## config.mk

```make
export PLATFORM = sky130hd
export DESIGN_NAME = json_string_unescape_flat
export DESIGN_NICKNAME = d
export VERILOG_FILES = /design/src/jsu_pkg.sv /design/src/jsu_if.sv /design/src/jsu_front.sv /design/src/jsu_fifo.sv /design/src/jsu_back.sv /design/src/json_string_unescape.sv /design/src/flat_wrapper.sv
export SDC_FILE = /design/constraint.sdc
export NUM_CORES = 1
export LEC_CHECK = 0
export ABC_CLOCK_PERIOD_IN_PS = 14400
export BUFFER_PORTS_ARGS = -buffer_cell sky130_fd_sc_hd__buf_2
export CAP_MARGIN = 30
export CORE_MARGIN = 4
export CORE_UTILIZATION = 55
export CTS_CLUSTER_SIZE = 12
export DETAILED_ROUTE_END_ITERATION = 7
export PLACE_DENSITY = 0.84
export SYNTH_ARGS = -nofsm -noshare
export SYNTH_HDL_FRONTEND = slang
export SYNTH_SLANG_ARGS = --single-unit
```

## constraint.sdc

```tcl
create_clock -name clk_i -period 14.4 [get_ports clk_i]
set_clock_uncertainty 0.2 [all_clocks]
set_input_delay 0 -clock clk_i [delete_from_list [all_inputs] [get_ports clk_i]]
set_output_delay 0 -clock clk_i [all_outputs]
set_load 0.01 [all_outputs]
```

## src/jsu_pkg.sv

```systemverilog
// ---------------------------------------------------------------------------
// jsu_pkg
// Shared types, codes and UTF-8 helpers for the JSON string unescaper.
// ---------------------------------------------------------------------------
`timescale 1ns / 1ps
`default_nettype none

package jsu_pkg;

  // result kinds on the output channel
  localparam logic [1:0] KIND_DATA = 2'd0;
  localparam logic [1:0] KIND_END  = 2'd1;
  localparam logic [1:0] KIND_ERR  = 2'd2;

  localparam logic [20:0] CP_SUPP_BASE = 21'h10000;

  typedef enum logic [1:0] {
    TERM_NONE,
    TERM_END,
    TERM_ERR
  } term_e;

  // One decoded input item: an optional released high surrogate, an
  // optional raw byte or code point, and an optional end/error marker.
  typedef struct packed {
    logic        a_vld;
    logic [20:0] a_cp;
    logic        b_vld;
    logic        b_raw;
    logic [20:0] b_cp;
    term_e       term;
    logic [15:0] count;
  } cmd_t;

  function automatic logic [2:0] utf8_len(input logic [20:0] cp);
    logic [2:0] n;
    if (cp < 21'h80) begin
      n = 3'd1;
    end else if (cp < 21'h800) begin
      n = 3'd2;
    end else if (cp < 21'h10000) begin
      n = 3'd3;
    end else begin
      n = 3'd4;
    end
    return n;
  endfunction

  function automatic logic [7:0] utf8_byte(input logic [20:0] cp, input logic [1:0] idx);
    logic [2:0] n;
    logic [7:0] r;
    n = utf8_len(cp);
    r = 8'h00;
    unique case (n)
      3'd1: r = cp[7:0];
      3'd2: r = (idx == 2'd0) ? {3'b110, cp[10:6]} : {2'b10, cp[5:0]};
      3'd3: begin
        unique case (idx)
          2'd0:    r = {4'b1110, cp[15:12]};
          2'd1:    r = {2'b10, cp[11:6]};
          default: r = {2'b10, cp[5:0]};
        endcase
      end
      default: begin
        unique case (idx)
          2'd0: r = {5'b11110, cp[20:18]};
          2'd1: r = {2'b10, cp[17:12]};
          2'd2: r = {2'b10, cp[11:6]};
          2'd3: r = {2'b10, cp[5:0]};
        endcase
      end
    endcase
    return r;
  endfunction

endpackage

`default_nettype wire

```

## src/jsu_if.sv

```systemverilog
// ---------------------------------------------------------------------------
// jsu_in_if / jsu_out_if
// Valid/ready channels for raw input bytes and decoded results.
// ---------------------------------------------------------------------------
`timescale 1ns / 1ps
`default_nettype none

interface jsu_in_if;
  logic       valid;
  logic       ready;
  logic [7:0] in_byte;
  logic       end_of_input;

  modport source (output valid, output in_byte, output end_of_input, input ready);
  modport sink   (input valid, input in_byte, input end_of_input, output ready);
endinterface

interface jsu_out_if;
  logic        valid;
  logic        ready;
  logic [7:0]  out_byte;
  logic [1:0]  kind;
  logic [15:0] byte_count;
  logic        last;

  modport source (output valid, output out_byte, output kind, output byte_count,
                  output last, input ready);
  modport sink   (input valid, input out_byte, input kind, input byte_count,
                  input last, output ready);
endinterface

`default_nettype wire

```

## src/jsu_front.sv

```systemverilog
// ---------------------------------------------------------------------------
// jsu_front
// Escape decoder: takes one raw byte per transfer, tracks escape, hex and
// surrogate-pair state, and emits one command per byte that yields output.
// ---------------------------------------------------------------------------
`timescale 1ns / 1ps
`default_nettype none

module jsu_front #(
  parameter int COUNT_BITS = 16
) (
  input  wire logic     clk_i,
  input  wire logic     rst_ni,
  jsu_in_if.sink        in_i,
  input  wire logic     full_i,
  output logic          push_o,
  output jsu_pkg::cmd_t cmd_o
);

  localparam int CntW = (COUNT_BITS < 16) ? COUNT_BITS : 16;
  localparam int SumW = CntW + 3;
  localparam logic [SumW-1:0] CntMax = SumW'((64'd1 << CntW) - 64'd1);

  localparam logic [7:0] ChQuote = 8'h22;
  localparam logic [7:0] ChBsl   = 8'h5C;
  localparam logic [7:0] ChU     = 8'h75;

  typedef enum logic [2:0] {
    MODE_PLAIN,
    MODE_ESC,
    MODE_HEX,
    MODE_PAIR_BSL,
    MODE_PAIR_U,
    MODE_HEX2
  } mode_e;

  mode_e            mode_q, mode_d;
  logic [15:0]      hex_q, hex_d;
  logic [1:0]       dig_q, dig_d;
  logic [9:0]       held_q, held_d;
  logic [CntW-1:0]  len_q, len_d;

  logic [7:0]       b;
  logic [15:0]      acc;
  logic             done;
  logic             do_plain, do_esc, do_first, clr;
  logic             accept;
  logic [2:0]       n_a, n_b;
  logic [SumW-1:0]  sum, len_sat;
  jsu_pkg::cmd_t    cmd;

  function automatic logic [3:0] nibble(input logic [7:0] c);
    logic [7:0] l;
    logic [3:0] r;
    l = c | 8'h20;
    if (c >= 8'h30 && c <= 8'h39) begin
      r = c[3:0];
    end else if (l >= 8'h61 && l <= 8'h66) begin
      r = 4'(l - 8'h57);
    end else begin
      r = 4'h0;
    end
    return r;
  endfunction

  assign b      = in_i.in_byte;
  assign acc    = {hex_q[11:0], nibble(b)};
  assign done   = (dig_q == 2'd3);
  assign accept = in_i.valid && in_i.ready;
  assign in_i.ready = !full_i;

  always_comb begin
    mode_d   = mode_q;
    hex_d    = hex_q;
    dig_d    = dig_q;
    held_d   = held_q;
    do_plain = 1'b0;
    do_esc   = 1'b0;
    do_first = 1'b0;
    clr      = 1'b0;
    cmd      = '0;

    if (in_i.end_of_input) begin
      cmd.term = jsu_pkg::TERM_ERR;
      clr      = 1'b1;
    end else begin
      unique case (mode_q)
        MODE_ESC: do_esc = 1'b1;
        MODE_HEX: begin
          hex_d = acc;
          if (done) begin
            dig_d    = 2'd0;
            do_first = 1'b1;
          end else begin
            dig_d = dig_q + 2'd1;
          end
        end
        MODE_PAIR_BSL: begin
          if (b == ChBsl) begin
            mode_d = MODE_PAIR_U;
          end else begin
            cmd.a_vld = 1'b1;
            cmd.a_cp  = {5'b00000, 6'b110110, held_q};
            do_plain  = 1'b1;
          end
        end
        MODE_PAIR_U: begin
          if (b == ChU) begin
            mode_d = MODE_HEX2;
            hex_d  = 16'h0000;
            dig_d  = 2'd0;
          end else begin
            cmd.a_vld = 1'b1;
            cmd.a_cp  = {5'b00000, 6'b110110, held_q};
            do_esc    = 1'b1;
          end
        end
        MODE_HEX2: begin
          hex_d = acc;
          if (done) begin
            dig_d = 2'd0;
            if (acc[15:10] == 6'b110111) begin
              cmd.b_vld = 1'b1;
              cmd.b_cp  = jsu_pkg::CP_SUPP_BASE + {1'b0, held_q, acc[9:0]};
              mode_d    = MODE_PLAIN;
            end else begin
              cmd.a_vld = 1'b1;
              cmd.a_cp  = {5'b00000, 6'b110110, held_q};
              do_first  = 1'b1;
            end
          end else begin
            dig_d = dig_q + 2'd1;
          end
        end
        default: do_plain = 1'b1;
      endcase
    end

    if (do_plain) begin
      mode_d = MODE_PLAIN;
      if (b == ChQuote) begin
        cmd.term = jsu_pkg::TERM_END;
        clr      = 1'b1;
      end else if (b == ChBsl) begin
        mode_d = MODE_ESC;
      end else begin
        cmd.b_vld = 1'b1;
        cmd.b_raw = 1'b1;
        cmd.b_cp  = {13'h0000, b};
      end
    end

    if (do_esc) begin
      mode_d    = MODE_PLAIN;
      cmd.b_vld = 1'b1;
      cmd.b_raw = 1'b1;
      unique case (b)
        8'h6E:   cmd.b_cp = 21'h0A;
        8'h74:   cmd.b_cp = 21'h09;
        8'h72:   cmd.b_cp = 21'h0D;
        8'h62:   cmd.b_cp = 21'h08;
        8'h66:   cmd.b_cp = 21'h0C;
        ChU: begin
          cmd.b_vld = 1'b0;
          mode_d    = MODE_HEX;
          hex_d     = 16'h0000;
          dig_d     = 2'd0;
        end
        default: cmd.b_cp = {13'h0000, b};
      endcase
    end

    if (do_first) begin
      if (acc[15:10] == 6'b110110) begin
        held_d = acc[9:0];
        mode_d = MODE_PAIR_BSL;
      end else begin
        cmd.b_vld = 1'b1;
        cmd.b_cp  = {5'b00000, acc};
        mode_d    = MODE_PLAIN;
      end
    end

    // saturating length after this item's bytes
    n_a = cmd.a_vld ? 3'd3 : 3'd0;
    n_b = !cmd.b_vld ? 3'd0 : (cmd.b_raw ? 3'd1 : jsu_pkg::utf8_len(cmd.b_cp));
    sum = SumW'(len_q) + SumW'(n_a) + SumW'(n_b);
    len_sat   = (sum > CntMax) ? CntMax : sum;
    cmd.count = (cmd.term == jsu_pkg::TERM_END) ? 16'(len_sat) : 16'h0000;
    len_d     = CntW'(len_sat);

    if (clr) begin
      mode_d = MODE_PLAIN;
      hex_d  = 16'h0000;
      dig_d  = 2'd0;
      held_d = 10'h000;
      len_d  = '0;
    end
  end

  assign cmd_o  = cmd;
  assign push_o = accept && (cmd.a_vld || cmd.b_vld || (cmd.term != jsu_pkg::TERM_NONE));

  always_ff @(posedge clk_i or negedge rst_ni) begin
    if (!rst_ni) begin
      mode_q <= MODE_PLAIN;
      hex_q  <= 16'h0000;
      dig_q  <= 2'd0;
      held_q <= 10'h000;
      len_q  <= '0;
    end else if (accept) begin
      mode_q <= mode_d;
      hex_q  <= hex_d;
      dig_q  <= dig_d;
      held_q <= held_d;
      len_q  <= len_d;
    end
  end

endmodule

`default_nettype wire

```

## src/jsu_fifo.sv

```systemverilog
// ---------------------------------------------------------------------------
// jsu_fifo
// Two-entry command queue between the decoder and the byte sequencer.
// ---------------------------------------------------------------------------
`timescale 1ns / 1ps
`default_nettype none

module jsu_fifo (
  input  wire logic           clk_i,
  input  wire logic           rst_ni,
  input  wire logic           push_i,
  input  wire jsu_pkg::cmd_t  data_i,
  output logic                full_o,
  input  wire logic           pop_i,
  output jsu_pkg::cmd_t       head_o,
  output logic                empty_o
);

  localparam int Depth = 2;  // power of two: pointers wrap naturally
  localparam int PtrW  = $clog2(Depth);

  jsu_pkg::cmd_t   mem_q [Depth];
  logic [PtrW-1:0] wr_q, rd_q;
  logic [PtrW:0]   cnt_q;

  assign full_o  = (cnt_q == (PtrW + 1)'(Depth));
  assign empty_o = (cnt_q == '0);
  assign head_o  = mem_q[rd_q];

  always_ff @(posedge clk_i) begin
    if (push_i) begin
      mem_q[wr_q] <= data_i;
    end
  end

  always_ff @(posedge clk_i or negedge rst_ni) begin
    if (!rst_ni) begin
      wr_q  <= '0;
      rd_q  <= '0;
      cnt_q <= '0;
    end else begin
      if (push_i) begin
        wr_q <= wr_q + 1'b1;
      end
      if (pop_i) begin
        rd_q <= rd_q + 1'b1;
      end
      unique case ({push_i, pop_i})
        2'b10:   cnt_q <= cnt_q + 1'b1;
        2'b01:   cnt_q <= cnt_q - 1'b1;
        default: cnt_q <= cnt_q;
      endcase
    end
  end

endmodule

`default_nettype wire

```

## src/jsu_back.sv

```systemverilog
// ---------------------------------------------------------------------------
// jsu_back
// Byte sequencer: walks the head command one result per cycle into the
// output register while it is empty or being read, UTF-8 encoding code points on the way.
// ---------------------------------------------------------------------------
`timescale 1ns / 1ps
`default_nettype none

module jsu_back (
  input  wire logic           clk_i,
  input  wire logic           rst_ni,
  input  wire jsu_pkg::cmd_t  head_i,
  input  wire logic           empty_i,
  output logic                pop_o,
  jsu_out_if.source           out_o
);

  typedef enum logic [1:0] {
    PH_A,
    PH_B,
    PH_T
  } phase_e;

  phase_e      phase_q, eff;
  logic [1:0]  idx_q;
  logic        valid_q;
  logic [7:0]  byte_q, res_byte;
  logic [1:0]  kind_q, res_kind;
  logic [15:0] count_q, res_count;
  logic        last_q, res_last;

  logic [2:0]  elem_len;
  logic        elem_end, rest, can_load, load;

  always_comb begin
    if (phase_q == PH_A && head_i.a_vld) begin
      eff = PH_A;
    end else if (phase_q != PH_T && head_i.b_vld) begin
      eff = PH_B;
    end else begin
      eff = PH_T;
    end

    res_byte  = 8'h00;
    res_kind  = jsu_pkg::KIND_DATA;
    res_count = 16'h0000;
    unique case (eff)
      PH_A: begin
        elem_len = jsu_pkg::utf8_len(head_i.a_cp);
        rest     = head_i.b_vld || (head_i.term != jsu_pkg::TERM_NONE);
        res_byte = jsu_pkg::utf8_byte(head_i.a_cp, idx_q);
      end
      PH_B: begin
        elem_len = head_i.b_raw ? 3'd1 : jsu_pkg::utf8_len(head_i.b_cp);
        rest     = (head_i.term != jsu_pkg::TERM_NONE);
        res_byte = head_i.b_raw ? head_i.b_cp[7:0] : jsu_pkg::utf8_byte(head_i.b_cp, idx_q);
      end
      default: begin
        elem_len  = 3'd1;
        rest      = 1'b0;
        res_kind  = (head_i.term == jsu_pkg::TERM_END) ? jsu_pkg::KIND_END : jsu_pkg::KIND_ERR;
        res_count = head_i.count;
      end
    endcase

    elem_end = ({1'b0, idx_q} == (elem_len - 3'd1));
    res_last = elem_end && !rest;
  end

  assign can_load = !valid_q || out_o.ready;
  assign load     = can_load && !empty_i;
  assign pop_o    = load && res_last;

  always_ff @(posedge clk_i or negedge rst_ni) begin
    if (!rst_ni) begin
      valid_q <= 1'b0;
      phase_q <= PH_A;
      idx_q   <= 2'd0;
    end else if (load) begin
      valid_q <= 1'b1;
      byte_q  <= res_byte;
      kind_q  <= res_kind;
      count_q <= res_count;
      last_q  <= res_last;
      if (res_last) begin
        phase_q <= PH_A;
        idx_q   <= 2'd0;
      end else if (elem_end) begin
        phase_q <= (eff == PH_A) ? PH_B : PH_T;
        idx_q   <= 2'd0;
      end else begin
        idx_q <= idx_q + 2'd1;
      end
    end else if (out_o.ready) begin
      valid_q <= 1'b0;
    end
  end

  assign out_o.valid      = valid_q;
  assign out_o.out_byte   = byte_q;
  assign out_o.kind       = kind_q;
  assign out_o.byte_count = count_q;
  assign out_o.last       = last_q;

endmodule

`default_nettype wire

```

## src/json_string_unescape.sv

```systemverilog
// ---------------------------------------------------------------------------
// json_string_unescape
// JSON string body decoder: raw bytes in, UTF-8 bytes and end markers out.
// ---------------------------------------------------------------------------
// Usage:
//   in_i carries one raw byte per transfer, starting after the opening quote;
//   end_of_input marks the end of the text buffer (byte ignored).
//   out_o carries results: data bytes (kind 0), a closing-quote marker with
//   the saturating byte count (kind 1), or an unterminated-string error
//   (kind 2). last flags the final result produced by one input byte.
//   The first result of a byte is registered in the command queue and then
//   in the output register before it is valid on out_o.
//   Throughput: one input byte per cycle while the queue is not full; a byte
//   that yields N results (N up to 6, e.g. a released surrogate followed by
//   a new code point) sends them through the single output register in turn.
//   A two-entry command queue sits between the decoder and the sequencer,
//   so in_i.ready falls only once two commands are waiting.
//   Reset: queue empty, plain body mode, count zero. After a closing quote
//   or an error the decoder starts a fresh string body.
//   Receiver stall: the output result holds; the queue fills, then in_i
//   stops accepting.
// ---------------------------------------------------------------------------
`timescale 1ns / 1ps
`default_nettype none

module json_string_unescape #(
  parameter int COUNT_BITS = 16
) (
  input  wire logic clk_i,
  input  wire logic rst_ni,
  jsu_in_if.sink    in_i,
  jsu_out_if.source out_o
);

  jsu_pkg::cmd_t cmd, head;
  logic          push, full, pop, empty;

  jsu_front #(
    .COUNT_BITS(COUNT_BITS)
  ) u_front (
    .clk_i (clk_i),
    .rst_ni(rst_ni),
    .in_i  (in_i),
    .full_i(full),
    .push_o(push),
    .cmd_o (cmd)
  );

  jsu_fifo u_fifo (
    .clk_i  (clk_i),
    .rst_ni (rst_ni),
    .push_i (push),
    .data_i (cmd),
    .full_o (full),
    .pop_i  (pop),
    .head_o (head),
    .empty_o(empty)
  );

  jsu_back u_back (
    .clk_i  (clk_i),
    .rst_ni (rst_ni),
    .head_i (head),
    .empty_i(empty),
    .pop_o  (pop),
    .out_o  (out_o)
  );

endmodule

`default_nettype wire

```

## src/flat_wrapper.sv

```systemverilog
// flat-port wrapper written by rule: the top's interface ports become plain ports
module json_string_unescape_flat 
#(
  parameter int COUNT_BITS = 16
)
  (clk_i, rst_ni, in_i_valid, in_i_in_byte, in_i_end_of_input, in_i_ready, out_o_valid, out_o_out_byte, out_o_kind, out_o_byte_count, out_o_last, out_o_ready);
  jsu_in_if in_i_i ();
  jsu_out_if out_o_i ();
  input  wire logic clk_i;
  input  wire logic rst_ni;
  input wire logic [$bits(in_i_i.valid)-1:0] in_i_valid;
  input wire logic [$bits(in_i_i.in_byte)-1:0] in_i_in_byte;
  input wire logic [$bits(in_i_i.end_of_input)-1:0] in_i_end_of_input;
  output wire logic [$bits(in_i_i.ready)-1:0] in_i_ready;
  output wire logic [$bits(out_o_i.valid)-1:0] out_o_valid;
  output wire logic [$bits(out_o_i.out_byte)-1:0] out_o_out_byte;
  output wire logic [$bits(out_o_i.kind)-1:0] out_o_kind;
  output wire logic [$bits(out_o_i.byte_count)-1:0] out_o_byte_count;
  output wire logic [$bits(out_o_i.last)-1:0] out_o_last;
  input wire logic [$bits(out_o_i.ready)-1:0] out_o_ready;
  assign in_i_i.valid = in_i_valid;
  assign in_i_i.in_byte = in_i_in_byte;
  assign in_i_i.end_of_input = in_i_end_of_input;
  assign in_i_ready = in_i_i.ready;
  assign out_o_valid = out_o_i.valid;
  assign out_o_out_byte = out_o_i.out_byte;
  assign out_o_kind = out_o_i.kind;
  assign out_o_byte_count = out_o_i.byte_count;
  assign out_o_last = out_o_i.last;
  assign out_o_i.ready = out_o_ready;
  json_string_unescape #(.COUNT_BITS(COUNT_BITS)) u_core (.clk_i(clk_i), .rst_ni(rst_ni), .in_i(in_i_i), .out_o(out_o_i));
endmodule
```

==> impl_metrics.ini <==
[power_and_ir_drop]
seqPwrFrac_pct = 39.8
power.density_nw_per_um2 = 182
p_sw_w = 0.000716
p_int_w = 0.00122
power_frac_clock_pct = 24.3
ir_drop_uv = 120
p_leak_nw = 4.13
pwr-share-comb_pct = 35.9
swShare_pct = 37.0

[clock_network]
h-tree-depth = 4
worstSkewPairLatency_ns = 0.44
cts_buffer_depth = 2
post_cts_buffers = 0
clkSlewWorstSetupHoldPaths_ns = 0.07
post_cts_resized = 0
cts_made_buffers = 17
root_buffer = clkbuf_16
cts_tree = yes
clock-sinks = 183
ctsHoldBuffers = 13

[final_layout]
finish.net_count = 906
antenna_cells = 0
area_delta_synth_final_pct = 11.6
drive_gt1_share_pct = 14.7

[timing]
finalHoldViolations = 0
period_minus_slack_ns = 4.91
tightest_slew_ns = 0.989
slew-limit-headroom_pct = 34.1
slew_violations = 0
layout_setup_ws_ns = 9.49
setup_viol = 0
grt_setup_unrepaired = false
fmax_ghz = 0.204
fin_crit_sh_pct = 34.1
fin_setup_tns_ns = 0

[global_routing]
grt.overflow.total = 0
grt_pass1_wl_mm = 35.8
grt_max_degree = 73
grtUsageTotal_pct = 23.1
antenna_found_initial = 0
grt_pass1_vias = 6811

[yosys]
synth_compound_area_share_pct = 17.3
netlist_instances = 829
muxShareOfSynthArea_pct = 6.26
syn_avg_cell_area_sq_um = 11.5
synth_top_family_by_area = compound AO/OA/AOI/OAI gates
synth_edf_count = 131
syn-num-nets = 862
seq_area_frac_synth_pct = 54.8
synth_simple_gate_area_share_pct = 13.8
yosys_warnings = 0
ys_seq_elements = 183
synth_flop_cell = edfxtp_1
synth_area_sq_um = 9560
async_reset_ff_share_pct = 28.4
synth_fa_ha_area_share_pct = 2.85
synth.distinct_cells = 86
synth_xor_area_share_pct = 1.74

[route]
wl_per_cell_um = 20.2
antenna_left = 0
firstDrtPassIters = 6
vias = 7128
wirelength_mm = 22.3
drt_iter0_drc = 971
vias_per_cell = 6.44
drc = 0

[place]
portBuffers = 41
pre_cts_ws_ns = 9.58
place.gp.congestion = 0.948
dpl.hpwl_mm = 15.4

[run_status]
outcome = finished clean

[hold_path]
hp-class = in2async

[setup_path]
worstPathRequired_ns = 14.35
crit_type = reg2reg
worst-path-max-fanout = 15
critical_path_arrival_ns = 4.85
endpoint_kind = register
rr_worst_depth = 16
critPathLaunchType = register

[flow_run]
maxCapViolations = 0

[floorplanning]
die_h_um = 140
start_util_pct = 56.8
core-area_sq_um = 16800
die_w_um = 140
row_count = 47
die_area_sq_um = 19500
io_pins = 42
-- placed cells by master (no fill, tap or decap), types with 5 or more instances in the layout --
| cell | instances |
|---|---|
| a211oi_1 | 11 |
| nor2b_1 | 17 |
| o211ai_1 | 5 |
| nand3_1 | 11 |
| and3_1 | 5 |
| nor4_1 | 6 |
| o22ai_1 | 10 |
| and2_1 | 19 |
| xnor2_1 | 9 |
| dfrtp_1 | 51 |
| ha_1 | 17 |
| mux2i_1 | 32 |
| o21a_1 | 7 |
| nor2_1 | 67 |
| o21ai_0 | 37 |
| a22o_1 | 30 |
| xor2_1 | 10 |
| nand2_1 | 52 |
| a31oi_1 | 11 |
| a21oi_1 | 52 |
| dlygate4sd3_1 | 13 |
| mux2_2 | 16 |
| o22a_1 | 7 |
| buf_2 | 42 |
| inv_1 | 35 |
| edfxtp_1 | 131 |
| nor3_1 | 20 |
| a21o_1 | 10 |
| clkbuf_16 | 17 |
| inv_8 | 6 |
| buf_4 | 9 |
-- path summary, 6_finish.rpt --
kind	start	to	slack [ns]
max	u_core.u_front.mode_q[0]$_DFFE_PN0P_	u_core.u_fifo.mem_q[1][13]$_DFFE_PP_	9.49
max reg2reg	u_core.u_front.mode_q[0]$_DFFE_PN0P_	u_core.u_fifo.mem_q[1][13]$_DFFE_PP_	9.49
min reg2reg	u_core.u_back.out_o.valid$_DFFE_PN0P_	u_core.u_back.out_o.valid$_DFFE_PN0P_	0.30
max in group asynchronous	rst_ni	u_core.u_fifo.rd_q$_DFFE_PN0P_	13.43
min	rst_ni	u_core.u_back.idx_q[0]$_DFFE_PN0P_	0.04
min in group clk_i	out_o_ready	u_core.u_back.out_o.valid$_DFFE_PN0P_	0.17
-- synthesized netlist by cell type, types with 11 or more instances --
cell type	instances	area share, %
nor2_1	68	2.7
o21ai_0	37	1.9
nand3_1	11	0.58
clkbuf_1	25	0.98
mux2_2	16	1.9
a211oi_1	11	0.86
mux2i_1	32	3.4
edfxtp_1	131	41
nor3_1	20	1.0
a31oi_1	11	0.72
nor2b_1	18	1.2
dfrtp_1	52	14
and2_1	20	1.3
ha_1	17	2.2
inv_1	35	1.4
a22o_1	30	2.7
nand2_1	52	2.0
a21oi_1	52	2.7
-- state kept, by name (all words and copies together) (netlist names) --
register	cells
u_core.u_front.dig_q	2
u_core.u_back.out_o.valid	1
u_core.u_fifo.cnt_q	2
u_core.u_back.phase_q	2
u_core.u_front.len_q	16
u_core.u_back.out_o.out_byte	8
u_core.u_fifo.rd_q	1
u_core.u_back.out_o.last	1
u_core.u_back.out_o.kind	2
u_core.u_fifo.mem_q	104
u_core.u_back.out_o.byte_count	16
u_core.u_fifo.wr_q	1
u_core.u_front.hex_q	12
u_core.u_front.mode_q	3
u_core.u_front.held_q	10
u_core.u_back.idx_q	2
-- cell type report --
class,instances,area [sq um]
sequential,183,5240
fill,1252,6150
tap,220,275
inverter,35,131
clock buffer,18,429
clock inverter,14,171
timing repair buffer,64,408
multi-input combinational,572,4010
-- critical path, cell delays in order (launching register included) --
cell and delay [ns]:
dfrtp_1 0.52, nor3b_1 0.42, o21ai_1 0.21, nor2_1 0.45
a211o_1 0.23, nand2_1 0.07, fa_1 0.46, inv_1 0.08
ha_1 0.19, inv_1 0.06, fa_1 0.39, nor2b_1 0.15
o2111ai_1 0.21, or2_2 0.39, nor3_1 0.31, xnor2_1 0.16
a21oi_1 0.10
-- cell families (layout without fill, tap and decap cells) --
family / after synthesis / in the layout
compound gates: 235 / 235
xor+xnor: 19 / 19
fa+ha+maj: 20 / 20
buf+inv: 74 / 131
flops: 183 / 183
mux: 53 / 53
simple gates: 245 / 245
-- metrics by stage --
stage | power [W] | instances | util, % | hold slack (ns) | instance area, sq um
final | 0.00194 | 1106 | 63.4 | 0.0373 | 10700
after global routing | 0.00204 | 1106 | 63.4 | 0.0973 | 10700
after CTS | 0.00194 | 1105 | 63.4 | 0.0726 | 10700
after detailed placement | 0.00146 | 1060 | 59.0 | 0.00616 | 9930
after global placement | 0.00144 | 1059 | 59.0 | 0.000732 | 9920
after floorplan | 0.00127 | 829 | - | -0.496 | 9560
-- power by group through the flow --
stage / sequential, W / combinational [W] / clock [W]
6_report: 0.000770 / 0.000695 / 0.000471
5_1_grt: 0.000781 / 0.000760 / 0.000502
4_1_cts: 0.000770 / 0.000686 / 0.000479
3_5_place_dp: 0.000780 / 0.000676 / 0
3_3_place_gp: 0.000774 / 0.000664 / 0
2_1_floorplan: 0.000780 / 0.000491 / 0
-- per-layer routing --
metal	GRT usage [%]	vias up	wire length (um)
li1	-	3231	-
met1	32.2	3491	9390
met2	36.1	344	10700
met3	5.32	62	1640
met4	7.96	0	624
met5	0	-	0
Note: power is estimated with default switching activity, not from simulation.
